## src/sv/dspc_pkg.sv

```systemverilog
package dspc_pkg;

  localparam int unsigned CfgIdxW  = 3;
  localparam int unsigned CfgDataW = 10;

  localparam logic [CfgIdxW-1:0] REG_LOOP_ENABLE   = 3'd0;
  localparam logic [CfgIdxW-1:0] REG_IRQ_ENABLE    = 3'd1;
  localparam logic [CfgIdxW-1:0] REG_PERIOD_RELOAD = 3'd2;
  localparam logic [CfgIdxW-1:0] REG_START_PAGE    = 3'd3;
  localparam logic [CfgIdxW-1:0] REG_LENGTH_CODE   = 3'd4;

  localparam logic [15:0] SAMPLE_BASE = 16'hC000;
  localparam logic [15:0] WRAP_ADDR   = 16'h8000;
  localparam logic [6:0]  LEVEL_TOP   = 7'd125;
  localparam logic [6:0]  LEVEL_MASK  = 7'h7F;
  localparam logic [3:0]  LENGTH_LSB  = 4'h1;

  typedef enum logic [2:0] {
    CMD_TICK   = 3'd0,
    CMD_FETCH  = 3'd1,
    CMD_LEVEL  = 3'd2,
    CMD_ENABLE = 3'd3,
    CMD_STATUS = 3'd4
  } cmd_e;

  typedef struct packed {
    logic       loop_enable;
    logic       irq_enable;
    logic [9:0] period_reload;
    logic [7:0] start_page;
    logic [7:0] length_code;
  } cfg_t;

  typedef struct packed {
    logic [10:0] rate_counter;
    logic [6:0]  level;
    logic [7:0]  bit_shifter;
    logic [3:0]  bits_left;
    logic        silent;
    logic [7:0]  byte_buffer;
    logic        buffer_empty;
    logic [15:0] reader_address;
    logic [11:0] bytes_left;
    logic        irq_pend;
    logic        channel_on;
    logic        fetch_pending;
  } state_t;

  function automatic logic [15:0] start_address(input logic [7:0] page);
    return SAMPLE_BASE | {2'b00, page, 6'b000000};
  endfunction

  function automatic logic [11:0] sample_bytes(input logic [7:0] code);
    return {code, LENGTH_LSB};
  endfunction

  function automatic state_t reset_state();
    state_t s;
    s = '0;
    s.silent       = 1'b1;
    s.buffer_empty = 1'b1;
    return s;
  endfunction

endpackage

```

## src/sv/dspc_step.sv

```systemverilog
module dspc_step (
  input  dspc_pkg::state_t st_i,
  input  dspc_pkg::cfg_t   cfg_i,
  input  logic [2:0]       cmd_i,
  input  logic [7:0]       data_i,
  output dspc_pkg::state_t st_o
);
  import dspc_pkg::*;

  state_t      nx;
  logic [15:0] addr_inc;

  assign addr_inc = st_i.reader_address + 16'd1;

  always_comb begin
    nx = st_i;
    case (cmd_e'(cmd_i))
      CMD_TICK: begin
        if (st_i.channel_on) begin
          if (st_i.rate_counter == 11'd0) begin
            nx.rate_counter = {1'b0, cfg_i.period_reload} + 11'd1;
            if (!st_i.silent) begin
              if (st_i.bit_shifter[0]) begin
                if (st_i.level <= LEVEL_TOP) nx.level = st_i.level + 7'd2;
              end else if (st_i.level >= 7'd2) begin
                nx.level = st_i.level - 7'd2;
              end
              nx.bit_shifter = {1'b0, st_i.bit_shifter[7:1]};
            end
            if (st_i.bits_left <= 4'd1) begin
              nx.bits_left = 4'd8;
              if (st_i.buffer_empty) begin
                nx.silent = 1'b1;
              end else begin
                nx.silent        = 1'b0;
                nx.bit_shifter   = st_i.byte_buffer;
                nx.buffer_empty  = 1'b1;
                nx.fetch_pending = 1'b1;
              end
            end else begin
              nx.bits_left = st_i.bits_left - 4'd1;
            end
          end else begin
            nx.rate_counter = st_i.rate_counter - 11'd1;
          end
        end
      end
      CMD_FETCH: begin
        nx.fetch_pending = 1'b0;
        if (st_i.bytes_left != 12'd0) begin
          nx.byte_buffer    = data_i;
          nx.buffer_empty   = 1'b0;
          nx.reader_address = (addr_inc == 16'd0) ? WRAP_ADDR : addr_inc;
          nx.bytes_left     = st_i.bytes_left - 12'd1;
          if (st_i.bytes_left == 12'd1) begin
            if (cfg_i.loop_enable) begin
              nx.reader_address = start_address(cfg_i.start_page);
              nx.bytes_left     = sample_bytes(cfg_i.length_code);
            end else if (cfg_i.irq_enable) begin
              nx.irq_pend = 1'b1;
            end
          end
        end
      end
      CMD_LEVEL: begin
        nx.level = data_i[6:0] & LEVEL_MASK;
      end
      CMD_ENABLE: begin
        nx.irq_pend   = 1'b0;
        nx.channel_on = data_i[4];
        if (data_i[4] && st_i.buffer_empty) nx.fetch_pending = 1'b1;
      end
      CMD_STATUS: begin
        nx.irq_pend = 1'b0;
      end
      default: begin
      end
    endcase
  end

  assign st_o = nx;

endmodule

```

## src/sv/delta_sample_playback_channel.sv

```systemverilog
// One-bit delta sample playback channel. Commands (tick, fetched byte, direct
// level, enable write, status read) enter on the input channel; each accepted
// item yields exactly one result item holding the level, fetch request, fetch
// address and irq flag as they stand after the command. The block takes one
// item per clock: an input register feeds update logic that writes the
// channel state (held during a config write) and the result register
// together, and input ready drops only while a full input register waits
// behind a result that is not being taken. Configuration writes are always
// ready; writing period, start page or length also loads the rate counter,
// reader address or byte count. No clearing pass is needed after reset.
module delta_sample_playback_channel (
  input  logic                            clk_i,
  input  logic                            rst_ni,
  input  logic                            cfg_valid_i,
  output logic                            cfg_ready_o,
  input  logic [dspc_pkg::CfgIdxW-1:0]    cfg_index_i,
  input  logic [dspc_pkg::CfgDataW-1:0]   cfg_data_i,
  input  logic                            in_valid_i,
  output logic                            in_ready_o,
  input  logic [2:0]                      command_i,
  input  logic [7:0]                      data_byte_i,
  output logic                            out_valid_o,
  input  logic                            out_ready_i,
  output logic [6:0]                      dac_level_o,
  output logic                            fetch_request_o,
  output logic [15:0]                     fetch_address_o,
  output logic                            irq_o
);
  import dspc_pkg::*;

  cfg_t        cfg_q;
  state_t      st_q, st_d;
  logic        s1_valid_q;
  logic [2:0]  s1_cmd_q;
  logic [7:0]  s1_data_q;
  logic        out_valid_q;
  logic [6:0]  level_q;
  logic        fetch_req_q;
  logic [15:0] fetch_addr_q;
  logic        irq_q;
  logic        advance;
  logic        cfg_we;

  assign advance    = !out_valid_q || out_ready_i;
  assign in_ready_o = !s1_valid_q || advance;
  assign cfg_ready_o = 1'b1;
  assign cfg_we     = cfg_valid_i && cfg_ready_o;

  dspc_step u_step (
    .st_i   (st_q),
    .cfg_i  (cfg_q),
    .cmd_i  (s1_cmd_q),
    .data_i (s1_data_q),
    .st_o   (st_d)
  );

  always_ff @(posedge clk_i or negedge rst_ni) begin
    if (!rst_ni) begin
      cfg_q       <= '0;
      st_q        <= reset_state();
      s1_valid_q  <= 1'b0;
      out_valid_q <= 1'b0;
    end else begin
      if (cfg_we) begin
        case (cfg_index_i)
          REG_LOOP_ENABLE:   cfg_q.loop_enable <= cfg_data_i[0];
          REG_IRQ_ENABLE:    cfg_q.irq_enable  <= cfg_data_i[0];
          REG_PERIOD_RELOAD: begin
            cfg_q.period_reload <= cfg_data_i;
            st_q.rate_counter   <= {1'b0, cfg_data_i};
          end
          REG_START_PAGE: begin
            cfg_q.start_page    <= cfg_data_i[7:0];
            st_q.reader_address <= start_address(cfg_data_i[7:0]);
          end
          REG_LENGTH_CODE: begin
            cfg_q.length_code <= cfg_data_i[7:0];
            st_q.bytes_left   <= sample_bytes(cfg_data_i[7:0]);
          end
          default: begin
          end
        endcase
      end else if (advance && s1_valid_q) begin
        st_q <= st_d;
      end
      if (in_ready_o) s1_valid_q <= in_valid_i;
      if (advance) out_valid_q <= s1_valid_q;
    end
  end

  always_ff @(posedge clk_i) begin
    if (in_ready_o && in_valid_i) begin
      s1_cmd_q  <= command_i;
      s1_data_q <= data_byte_i;
    end
    if (advance && s1_valid_q) begin
      level_q      <= st_d.level & LEVEL_MASK;
      fetch_req_q  <= st_d.fetch_pending && (st_d.bytes_left != 12'd0);
      fetch_addr_q <= st_d.reader_address;
      irq_q        <= st_d.irq_pend;
    end
  end

  assign out_valid_o     = out_valid_q;
  assign dac_level_o     = level_q;
  assign fetch_request_o = fetch_req_q;
  assign fetch_address_o = fetch_addr_q;
  assign irq_o           = irq_q;

endmodule

```

## config.mk

```make
export PLATFORM = sky130hd
export DESIGN_NAME = delta_sample_playback_channel
export DESIGN_NICKNAME = d
export VERILOG_FILES = /design/src/sv/dspc_pkg.sv /design/src/sv/dspc_step.sv /design/src/sv/delta_sample_playback_channel.sv
export SDC_FILE = /design/constraint.sdc
export NUM_CORES = 1
export LEC_CHECK = 0
export ABC_AREA = 1
export ABC_CLOCK_PERIOD_IN_PS = 3920
export BUFFER_PORTS_ARGS = -buffer_cell sky130_fd_sc_hd__clkbuf_2
export CAP_MARGIN = 20
export CORE_ASPECT_RATIO = 0.7
export CORE_UTILIZATION = 60
export DETAILED_ROUTE_END_ITERATION = 8
export PLACE_DENSITY = 0.87
export SYNTH_ARGS = -nofsm -noshare
export SYNTH_HDL_FRONTEND = slang
export SYNTH_SLANG_ARGS = --single-unit
```

## constraint.sdc

```tcl
create_clock -name clk_i -period 3.92 [get_ports clk_i]
set_clock_uncertainty 0.15 [all_clocks]
set_input_delay 0.196 -clock clk_i [delete_from_list [all_inputs] [get_ports clk_i]]
set_output_delay 0.196 -clock clk_i [all_outputs]
set_load 0.01 [all_outputs]
```

==> flow_results.xml, run 1 <==
<?xml version="1.0" encoding="UTF-8"?>
<metrics>
  <group name="outcome">
    <metric name="outcome" unit="">complete, but fails checks</metric>
    <metric name="violations" unit="">design-rule violations</metric>
  </group>
  <group name="clock_tree">
    <metric name="clock_tree.buffer_depth" unit="">2</metric>
    <metric name="clock_latency" unit="ns">0.43</metric>
    <metric name="clk_transition_reported_paths" unit="ns">0.07</metric>
    <metric name="cts.sink_count" unit="">137</metric>
    <metric name="cts_inserted_buffers" unit="">17</metric>
    <metric name="cts_tree" unit="">yes</metric>
    <metric name="h-tree-depth" unit="">4</metric>
    <metric name="clockRootBuffer" unit="">clkbuf_16</metric>
  </group>
  <group name="setup_path">
    <metric name="startpoint_type_of_the_worst_setup_path" unit="">register</metric>
    <metric name="critPathMostFrequentCell" unit="">nor2_1</metric>
    <metric name="cpMaxStageDelayCell" unit="">nor2_4</metric>
    <metric name="endpoint_kind" unit="">register</metric>
    <metric name="critical_path.n_buffers_inverters" unit="">2</metric>
    <metric name="path_max_fanout" unit="">30</metric>
    <metric name="slowest_delay" unit="ns">0.65</metric>
    <metric name="cp_num_cells" unit="">12</metric>
    <metric name="first_element_of_the_critical_path" unit="">s1_cmd_q[2]</metric>
    <metric name="cp.arrival" unit="ns">2.79</metric>
    <metric name="worst_setup_path_type" unit="">register to register</metric>
    <metric name="rr_startpoint" unit="">s1_cmd_q[2]</metric>
    <metric name="critical_path_rt" unit="ns">3.94</metric>
    <metric name="critical-path-top-delay-family" unit="">simple AND/OR/NAND/NOR gates</metric>
    <metric name="critical_path.cell_chain" unit="">inv_1 &gt; nand2_2 &gt; nor2_4 &gt; inv_2 &gt; nor2_4 &gt; nand3_1 &gt; nand2_1 &gt; nand2_1 &gt; nor2_1 &gt; nand3_1 &gt; nor2_1 &gt; nor2_1</metric>
    <metric name="timing.reg2reg.worst_path_depth" unit="">12</metric>
  </group>
  <group name="layout">
    <metric name="diodes" unit="">0</metric>
    <metric name="proportion_of_layout_cells_with_a_drive_suffix_above_1" unit="%">14.6</metric>
    <metric name="area_delta_synth_final" unit="%">16.1</metric>
    <metric name="fin_nets" unit="">1092</metric>
    <metric name="final_core_util" unit="%">72.0</metric>
  </group>
  <group name="global_route">
    <metric name="grt.met2_usage" unit="%">51.8</metric>
    <metric name="gr-usage-met1" unit="%">43.1</metric>
    <metric name="first_global_vias" unit="">6973</metric>
    <metric name="use_met3" unit="%">7.00</metric>
    <metric name="grt_first_pass_wirelength" unit="µm">34300</metric>
    <metric name="track_usage" unit="%">32.5</metric>
    <metric name="grt_max_degree" unit="">41</metric>
    <metric name="global_route.peak_usage_layer" unit="">met2</metric>
    <metric name="grt_antenna_before_repair" unit="">0</metric>
    <metric name="grt_overflow" unit="">0</metric>
  </group>
  <group name="power">
    <metric name="total_leakage_power" unit="nW">4.28</metric>
    <metric name="share_clk_of_total_power" unit="%">29.4</metric>
    <metric name="peak_vdd_ir" unit="mV">0.375</metric>
    <metric name="share_of_power_burned_in_combinational_logic" unit="%">29.7</metric>
    <metric name="netSwitchingFraction" unit="%">39.1</metric>
    <metric name="total_switching_power" unit="mW">2.08</metric>
    <metric name="p_int" unit="mW">3.24</metric>
    <metric name="powerDensity" unit="nW/µm²">588</metric>
    <metric name="seqPwrFrac" unit="%">40.8</metric>
    <metric name="power.total" unit="mW">5.32</metric>
  </group>
  <group name="flow_run">
    <metric name="cap_viol_max_count" unit="">0</metric>
  </group>
  <group name="sta">
    <metric name="fin_ws" unit="ns">1.15</metric>
    <metric name="final_period_demand_of_the_worst_path" unit="ns">2.77</metric>
    <metric name="fmax" unit="GHz">0.361</metric>
    <metric name="layout_worst_path_cycle_share" unit="%">70.6</metric>
    <metric name="hold_vio_cnt_final" unit="">0</metric>
    <metric name="max_slew.worst_pin.slew" unit="ns">0.898</metric>
    <metric name="report.final.slew_viol_count" unit="">0</metric>
    <metric name="max_slew_margin" unit="%">39.9</metric>
    <metric name="finalSetupViolations" unit="">0</metric>
    <metric name="fin_setup_tns" unit="ns">0</metric>
    <metric name="rsz0062_at_grt" unit="">false</metric>
  </group>
  <group name="synth">
    <metric name="synthesis.area_per_instance" unit="µm²">8.05</metric>
    <metric name="synthDistinctLibCells" unit="">54</metric>
    <metric name="netlist_instances" unit="">967</metric>
    <metric name="synthesized_area" unit="µm²">7780</metric>
    <metric name="postSynthNetCount" unit="">1007</metric>
    <metric name="synth-edff-count" unit="">36</metric>
    <metric name="async_reset_ff_share" unit="%">73.7</metric>
    <metric name="synth_ff_type" unit="">dfrtp_1</metric>
    <metric name="seq_cells_post_synth" unit="">137</metric>
    <metric name="yosysWarningCount" unit="">0</metric>
    <metric name="yosysSeqAreaShare" unit="%">46.4</metric>
  </group>
  <group name="detailed_routing">
    <metric name="avgRoutedWirePerCell" unit="µm">16.8</metric>
    <metric name="drt_iter0_markers" unit="">766</metric>
    <metric name="drt_wl_total" unit="µm">20600</metric>
    <metric name="firstDrtPassIters" unit="">8</metric>
    <metric name="routed-via-count" unit="">7200</metric>
    <metric name="antenna_left" unit="">0</metric>
    <metric name="vias_per_instance" unit="">5.87</metric>
    <metric name="drt_drc_violations_left" unit="">2</metric>
  </group>
  <group name="place">
    <metric name="gp_congestion" unit="">0.958</metric>
    <metric name="post-place-ws" unit="ns">1.31</metric>
    <metric name="input_output_buffers" unit="">55</metric>
    <metric name="dp_hpwl" unit="µm">14000</metric>
  </group>
  <group name="die">
    <metric name="boundaryPins" unit="">57</metric>
    <metric name="die-width" unit="µm">138</metric>
    <metric name="die_h" unit="µm">97.3</metric>
    <metric name="floorplan.die_area" unit="µm²">13400</metric>
    <metric name="initial_utilization" unit="%">62.0</metric>
    <metric name="core-area" unit="µm²">12500</metric>
    <metric name="row_count" unit="">34</metric>
  </group>
  <group name="hold_path">
    <metric name="hold_path_depth" unit="">3</metric>
    <metric name="hold_crit_class" unit="">input port to register</metric>
    <metric name="holdCritStartpoint" unit="">cfg_data_i[0]</metric>
  </group>
</metrics>
[cell families (layout without fill, tap and decap cells)]
family	after synthesis	in the layout	synth area share, %
buf+inv	150	248	8.09
compound gates	161	161	12.6
flops	137	137	46.4
mux	4	4	0.708
simple gates	488	488	28.6
fa+ha+maj	11	11	1.77
other cells	1	1	0.0482
xor+xnor	15	15	1.69
[power by group through the flow]
stage | Sequential, mW | Combinational [mW] | Clock [mW]
2_1_floorplan | 2.12 | 1.10 | 0
3_3_place_gp | 2.16 | 1.44 | 0
6_report | 2.17 | 1.58 | 1.57
4_1_cts | 2.16 | 1.54 | 1.57
5_1_grt | 2.21 | 1.77 | 1.63
3_5_place_dp | 2.17 | 1.49 | 0
[synth_stat cells (4+ instances only)]
cell type | count | share of area [%]
nand3_2 | 4 | 0.51
o22ai_1 | 11 | 0.88
a21oi_1 | 28 | 1.8
dfrtp_1 | 99 | 32
nor3_1 | 11 | 0.71
nor2_2 | 6 | 0.48
nor2_1 | 62 | 3.0
xnor2_1 | 4 | 0.45
inv_1 | 116 | 5.6
o21ai_0 | 64 | 4.1
o211ai_1 | 19 | 1.8
nand2_2 | 5 | 0.40
buf_6 | 6 | 0.87
edfxtp_1 | 36 | 14
clkbuf_1 | 8 | 0.39
a22oi_1 | 6 | 0.58
o21ai_1 | 10 | 0.64
nand4_1 | 11 | 0.88
nor2_4 | 12 | 1.7
inv_2 | 8 | 0.39
buf_2 | 6 | 0.39
nand2_1 | 284 | 14
ha_1 | 11 | 1.8
a32oi_1 | 4 | 0.45
xor2_1 | 11 | 1.2
nand3_1 | 79 | 5.1
o211ai_2 | 4 | 0.64
[state kept, by name (all words and copies together), names as in the netlist]
name / cells
fetch_address_o: 16
dac_level_o: 7
cfg_q: 28
fetch_request_o: 1
st_q: 71
out_valid_o: 1
s1_valid_q: 1
s1_data_q: 8
s1_cmd_q: 3
irq_o: 1
[stage by stage]
step / cell area, µm² / hold WS, ns / cells
2_1_floorplan: 7780 / -0.250 / 967
3_3_place_gp: 8140 / 0.0385 / 1165
3_5_place_dp: 8140 / 0.0499 / 1165
4_1_cts: 9010 / 0.00957 / 1226
5_1_grt: 9040 / 0.0344 / 1227
6_report: 9040 / 0.0311 / 1227
[per-layer routing]
layer,up-vias,share of wire (%)
met4,0,3.0
met1,3377,42
met3,64,9.5
met5,-,0
li1,3363,-
met2,396,45
[cells in the final DEF, fill, tap and decap left out, types with 6 or more instances in the layout]
cell type and instances:
clkbuf_16 17, clkbuf_2 54, o21ai_0 64, a22oi_1 6
edfxtp_1 36, inv_1 116, nand2_1 284, xor2_1 11
nor3_1 11, nor2_1 62, nand4_1 11, nor2_2 6
o211ai_1 19, o21ai_1 10, inv_6 6, ha_1 11
o22ai_1 11, a21oi_1 28, nor2_4 12, nand3_1 79
inv_2 8, dlygate4sd3_1 29, dfrtp_1 99
[what timing repair did]
action                     4_1_cts  5_1_grt
hold buffers                    29        0
hold endpoints to repair        75        0
setup buffers                    0        0
setup endpoints to repair        0        0
gates resized for setup          0        0
[cell type report]
type / instances / area (µm²)
Timing Repair Buffer: 89 / 626
Clock buffer: 17 / 425
Fill cell: 929 / 3510
Multi-Input combinational cell: 680 / 3540
Inverter: 127 / 483
Tap cell: 162 / 203
Sequential cell: 137 / 3610
Clock inverter: 15 / 149
[worst reg2reg max path, stage by stage (launching register included)]
cell	delay, ns
edfxtp_1	0.43
inv_1	0.11
nand2_2	0.10
nor2_4	0.16
inv_2	0.16
nor2_4	0.65
nand3_1	0.15
nand2_1	0.13
nand2_1	0.06
nor2_1	0.13
nand3_1	0.12
nor2_1	0.13
nor2_1	0.05
[worst paths after layout]
check | end | slack, ns
worst min-delay path | cfg_q[27] | 0.03
worst max-delay path | fetch_request_o | 1.15
worst max register to register | fetch_request_o | 1.15
worst min register to register | st_q[39] | 0.32
max in group asynchronous | st_q[31] | 2.59
min in group asynchronous | cfg_q[26] | 0.13
No activity file was read; power rests on OpenSTA's default activity.
==> inputs of run 2 (changes only) <==
- ABC_CLOCK_PERIOD_IN_PS: 3920 -> 2500
- CORE_UTILIZATION: 60 -> 55
- PLACE_DENSITY: 0.87 -> 0.85
- clock period: 3.92 -> 2.5 ns (I/O delays scaled with it)
==> flow_results.xml, run 2 (same netlist as run 1, synthesis figures left out) <==
<?xml version="1.0" encoding="UTF-8"?>
<metrics>
  <group name="setup_path">
    <metric name="startpoint_type_of_the_worst_setup_path" unit="">register</metric>
    <metric name="timing.rr.end" unit="">fetch_request_o</metric>
    <metric name="cpMaxStageDelayCell" unit="">dfrtp_1</metric>
    <metric name="crit_end" unit="">fetch_request_o</metric>
    <metric name="critical_path_rt" unit="ns">2.52</metric>
    <metric name="rr_startpoint" unit="">st_q[3]</metric>
    <metric name="critical_path.n_buffers_inverters" unit="">1</metric>
    <metric name="cp_num_cells" unit="">13</metric>
    <metric name="slowest_delay" unit="ns">0.40</metric>
    <metric name="worst_setup_path_type" unit="">register to register</metric>
    <metric name="critical_path.cell_chain" unit="">inv_1 &gt; ha_1 &gt; nand2_1 &gt; nor2_2 &gt; nand2_2 &gt; nand2_2 &gt; o21ai_1 &gt; nand2_1 &gt; nand2_1 &gt; nor2_1 &gt; nand2_1 &gt; nor2_1 &gt; nor2_1</metric>
    <metric name="cp.arrival" unit="ns">2.40</metric>
    <metric name="timing.reg2reg.worst_path_depth" unit="">13</metric>
    <metric name="critPathMostFrequentCell" unit="">nand2_1</metric>
    <metric name="critical-path-top-delay-family" unit="">simple AND/OR/NAND/NOR gates</metric>
    <metric name="rrSetupSlack" unit="ns">0.12</metric>
    <metric name="endpoint_kind" unit="">register</metric>
    <metric name="path_max_fanout" unit="">12</metric>
    <metric name="first_element_of_the_critical_path" unit="">st_q[3]</metric>
  </group>
  <group name="detailed_routing">
    <metric name="drt_iter0_markers" unit="">664</metric>
    <metric name="antenna_left" unit="">0</metric>
    <metric name="routed-via-count" unit="">7191</metric>
    <metric name="vias_per_instance" unit="">5.69</metric>
    <metric name="firstDrtPassIters" unit="">6</metric>
    <metric name="avgRoutedWirePerCell" unit="µm">16.4</metric>
    <metric name="drt_wl_total" unit="µm">20700</metric>
    <metric name="drt_drc_violations_left" unit="">0</metric>
  </group>
  <group name="place">
    <metric name="dpl.cell_count" unit="">1195</metric>
    <metric name="dp_hpwl" unit="µm">14000</metric>
    <metric name="gp_congestion" unit="">0.923</metric>
    <metric name="input_output_buffers" unit="">55</metric>
  </group>
  <group name="sta">
    <metric name="max_slew.worst_pin.slew" unit="ns">0.571</metric>
    <metric name="hold-worst-slack" unit="ns">0.0474</metric>
    <metric name="max_slew_margin" unit="%">61.9</metric>
    <metric name="finalSetupViolations" unit="">0</metric>
    <metric name="hold_vio_cnt_final" unit="">0</metric>
    <metric name="layout_worst_path_cycle_share" unit="%">95.0</metric>
    <metric name="report.final.slew_viol_count" unit="">0</metric>
    <metric name="final_period_demand_of_the_worst_path" unit="ns">2.38</metric>
    <metric name="rsz0062_at_grt" unit="">false</metric>
    <metric name="fmax" unit="GHz">0.421</metric>
    <metric name="fin_setup_tns" unit="ns">0</metric>
  </group>
  <group name="die">
    <metric name="die-width" unit="µm">144</metric>
    <metric name="boundaryPins" unit="">57</metric>
    <metric name="die_h" unit="µm">102</metric>
    <metric name="floorplan.die_area" unit="µm²">14600</metric>
    <metric name="core-area" unit="µm²">13500</metric>
    <metric name="row_count" unit="">35</metric>
    <metric name="initial_utilization" unit="%">57.7</metric>
  </group>
  <group name="layout">
    <metric name="diodes" unit="">0</metric>
    <metric name="largest_register" unit="">st_q</metric>
    <metric name="layout_commonest_cell" unit="">nand2_1</metric>
    <metric name="final_cell_mix" unit="">nand2_1 (284), inv_1 (116), dfrtp_1 (99)</metric>
    <metric name="num-fill-cells" unit="">1075</metric>
    <metric name="fin_nets" unit="">1106</metric>
    <metric name="proportion_of_layout_cells_with_a_drive_suffix_above_1" unit="%">15.4</metric>
    <metric name="final_core_util" unit="%">68.2</metric>
    <metric name="area_delta_synth_final" unit="%">18.3</metric>
    <metric name="final-instance-count-excl-fill" unit="">1264</metric>
    <metric name="largest_register_ffs" unit="">71</metric>
  </group>
  <group name="global_route">
    <metric name="grt_first_pass_wirelength" unit="µm">33500</metric>
    <metric name="first_global_vias" unit="">6568</metric>
    <metric name="grt_antenna_before_repair" unit="">0</metric>
    <metric name="track_usage" unit="%">30.3</metric>
    <metric name="grt_overflow" unit="">0</metric>
    <metric name="grt_max_degree" unit="">102</metric>
  </group>
  <group name="power">
    <metric name="total_switching_power" unit="mW">3.22</metric>
    <metric name="seqPwrFrac" unit="%">40.4</metric>
    <metric name="share_clk_of_total_power" unit="%">30.4</metric>
    <metric name="powerDensity" unit="nW/µm²">916</metric>
    <metric name="netSwitchingFraction" unit="%">38.3</metric>
    <metric name="p_int" unit="mW">5.20</metric>
    <metric name="share_of_power_burned_in_combinational_logic" unit="%">29.2</metric>
    <metric name="total_leakage_power" unit="nW">4.37</metric>
    <metric name="peak_vdd_ir" unit="mV">0.663</metric>
    <metric name="power.total" unit="mW">8.43</metric>
  </group>
  <group name="clock_tree">
    <metric name="clockRootBuffer" unit="">clkbuf_16</metric>
    <metric name="h-tree-depth" unit="">4</metric>
    <metric name="clk_transition_reported_paths" unit="ns">0.06</metric>
    <metric name="clock_tree.buffer_depth" unit="">2</metric>
    <metric name="clock_latency" unit="ns">0.43</metric>
    <metric name="post_cts_resize_count" unit="">0</metric>
    <metric name="cts_tree" unit="">yes</metric>
    <metric name="cts.sink_count" unit="">137</metric>
    <metric name="cts_inserted_buffers" unit="">17</metric>
  </group>
  <group name="hold_path">
    <metric name="hold_crit_class" unit="">input port to register</metric>
  </group>
  <group name="outcome">
    <metric name="outcome" unit="">completed</metric>
  </group>
  <group name="flow_run">
    <metric name="cap_viol_max_count" unit="">0</metric>
  </group>
</metrics>
## run 2: cell count changes in the layout (fill, tap and decap cells not counted)
cell	delta
buf_12	+2
buf_16	-1
buf_4	+10
bufinv_16	+1
clkinv_2	+1
clkinv_4	-2
clkinvlp_4	-2
dlygate4sd3_1	+3
inv_6	+2
## run 2: cell type report
| type | count | area, µm² | share of cell area, % |
|---|---|---|---|
| inverter | 127 | 483 | 5.25 |
| tap | 185 | 231 | 2.52 |
| clock inverter | 15 | 169 | 1.84 |
| timing repair buffer | 103 | 743 | 8.08 |
| multi-input combinational | 680 | 3540 | 38.5 |
| clock buffer | 17 | 425 | 4.62 |
| sequential | 137 | 3610 | 39.2 |
## run 2: metal layers
layer	track usage (%)	share of wire (%)	wire length, µm
met5	0	0	0
met3	5.53	9.0	1860
met2	44.3	44	9130
met1	44.6	45	9210
met4	12.0	2.3	477
## run 2: worst min path at each step
stage                        start   endpoint  cells after the start
finish              cfg_index_i[1]  cfg_q[13]                      4
global route        cfg_index_i[1]  cfg_q[13]                      4
CTS                 cfg_index_i[1]  cfg_q[13]                      4
detailed placement          rst_ni  cfg_q[15]                      2
global placement            rst_ni   st_q[26]                      2
floorplan                   rst_ni   cfg_q[0]                      0
## run 2: what timing repair did
| item | in CTS | in global routing |
|---|---|---|
| hold buffers | 32 | 0 |
| setup endpoints to repair | 0 | 3 |
| hold endpoints to repair | 165 | 0 |
| buffers inserted | 0 | 5 |
## run 2: stage by stage
step | setup slack (ns) | area [µm²]
2_1_floorplan | 0.504 | 7780
3_3_place_gp | 0.177 | 8240
3_5_place_dp | 0.118 | 8240
4_1_cts | 0.0883 | 9150
5_1_grt | 0.0151 | 9200
6_report | 0.124 | 9200
## run 2: tightest hold or removal path: cells and delay by family
kind,cells,cell delay (ns)
and+or+nand+nor,3,0.37
buffers and inverters,1,0.10
## run 2: power groups by stage
stage / Combinational (mW) / Clock, mW / Sequential, mW
2_1_floorplan: 1.72 / 0 / 3.32
3_3_place_gp: 2.28 / 0 / 3.40
3_5_place_dp: 2.33 / 0 / 3.41
4_1_cts: 2.40 / 2.56 / 3.38
5_1_grt: 2.77 / 2.67 / 3.48
6_report: 2.46 / 2.56 / 3.40
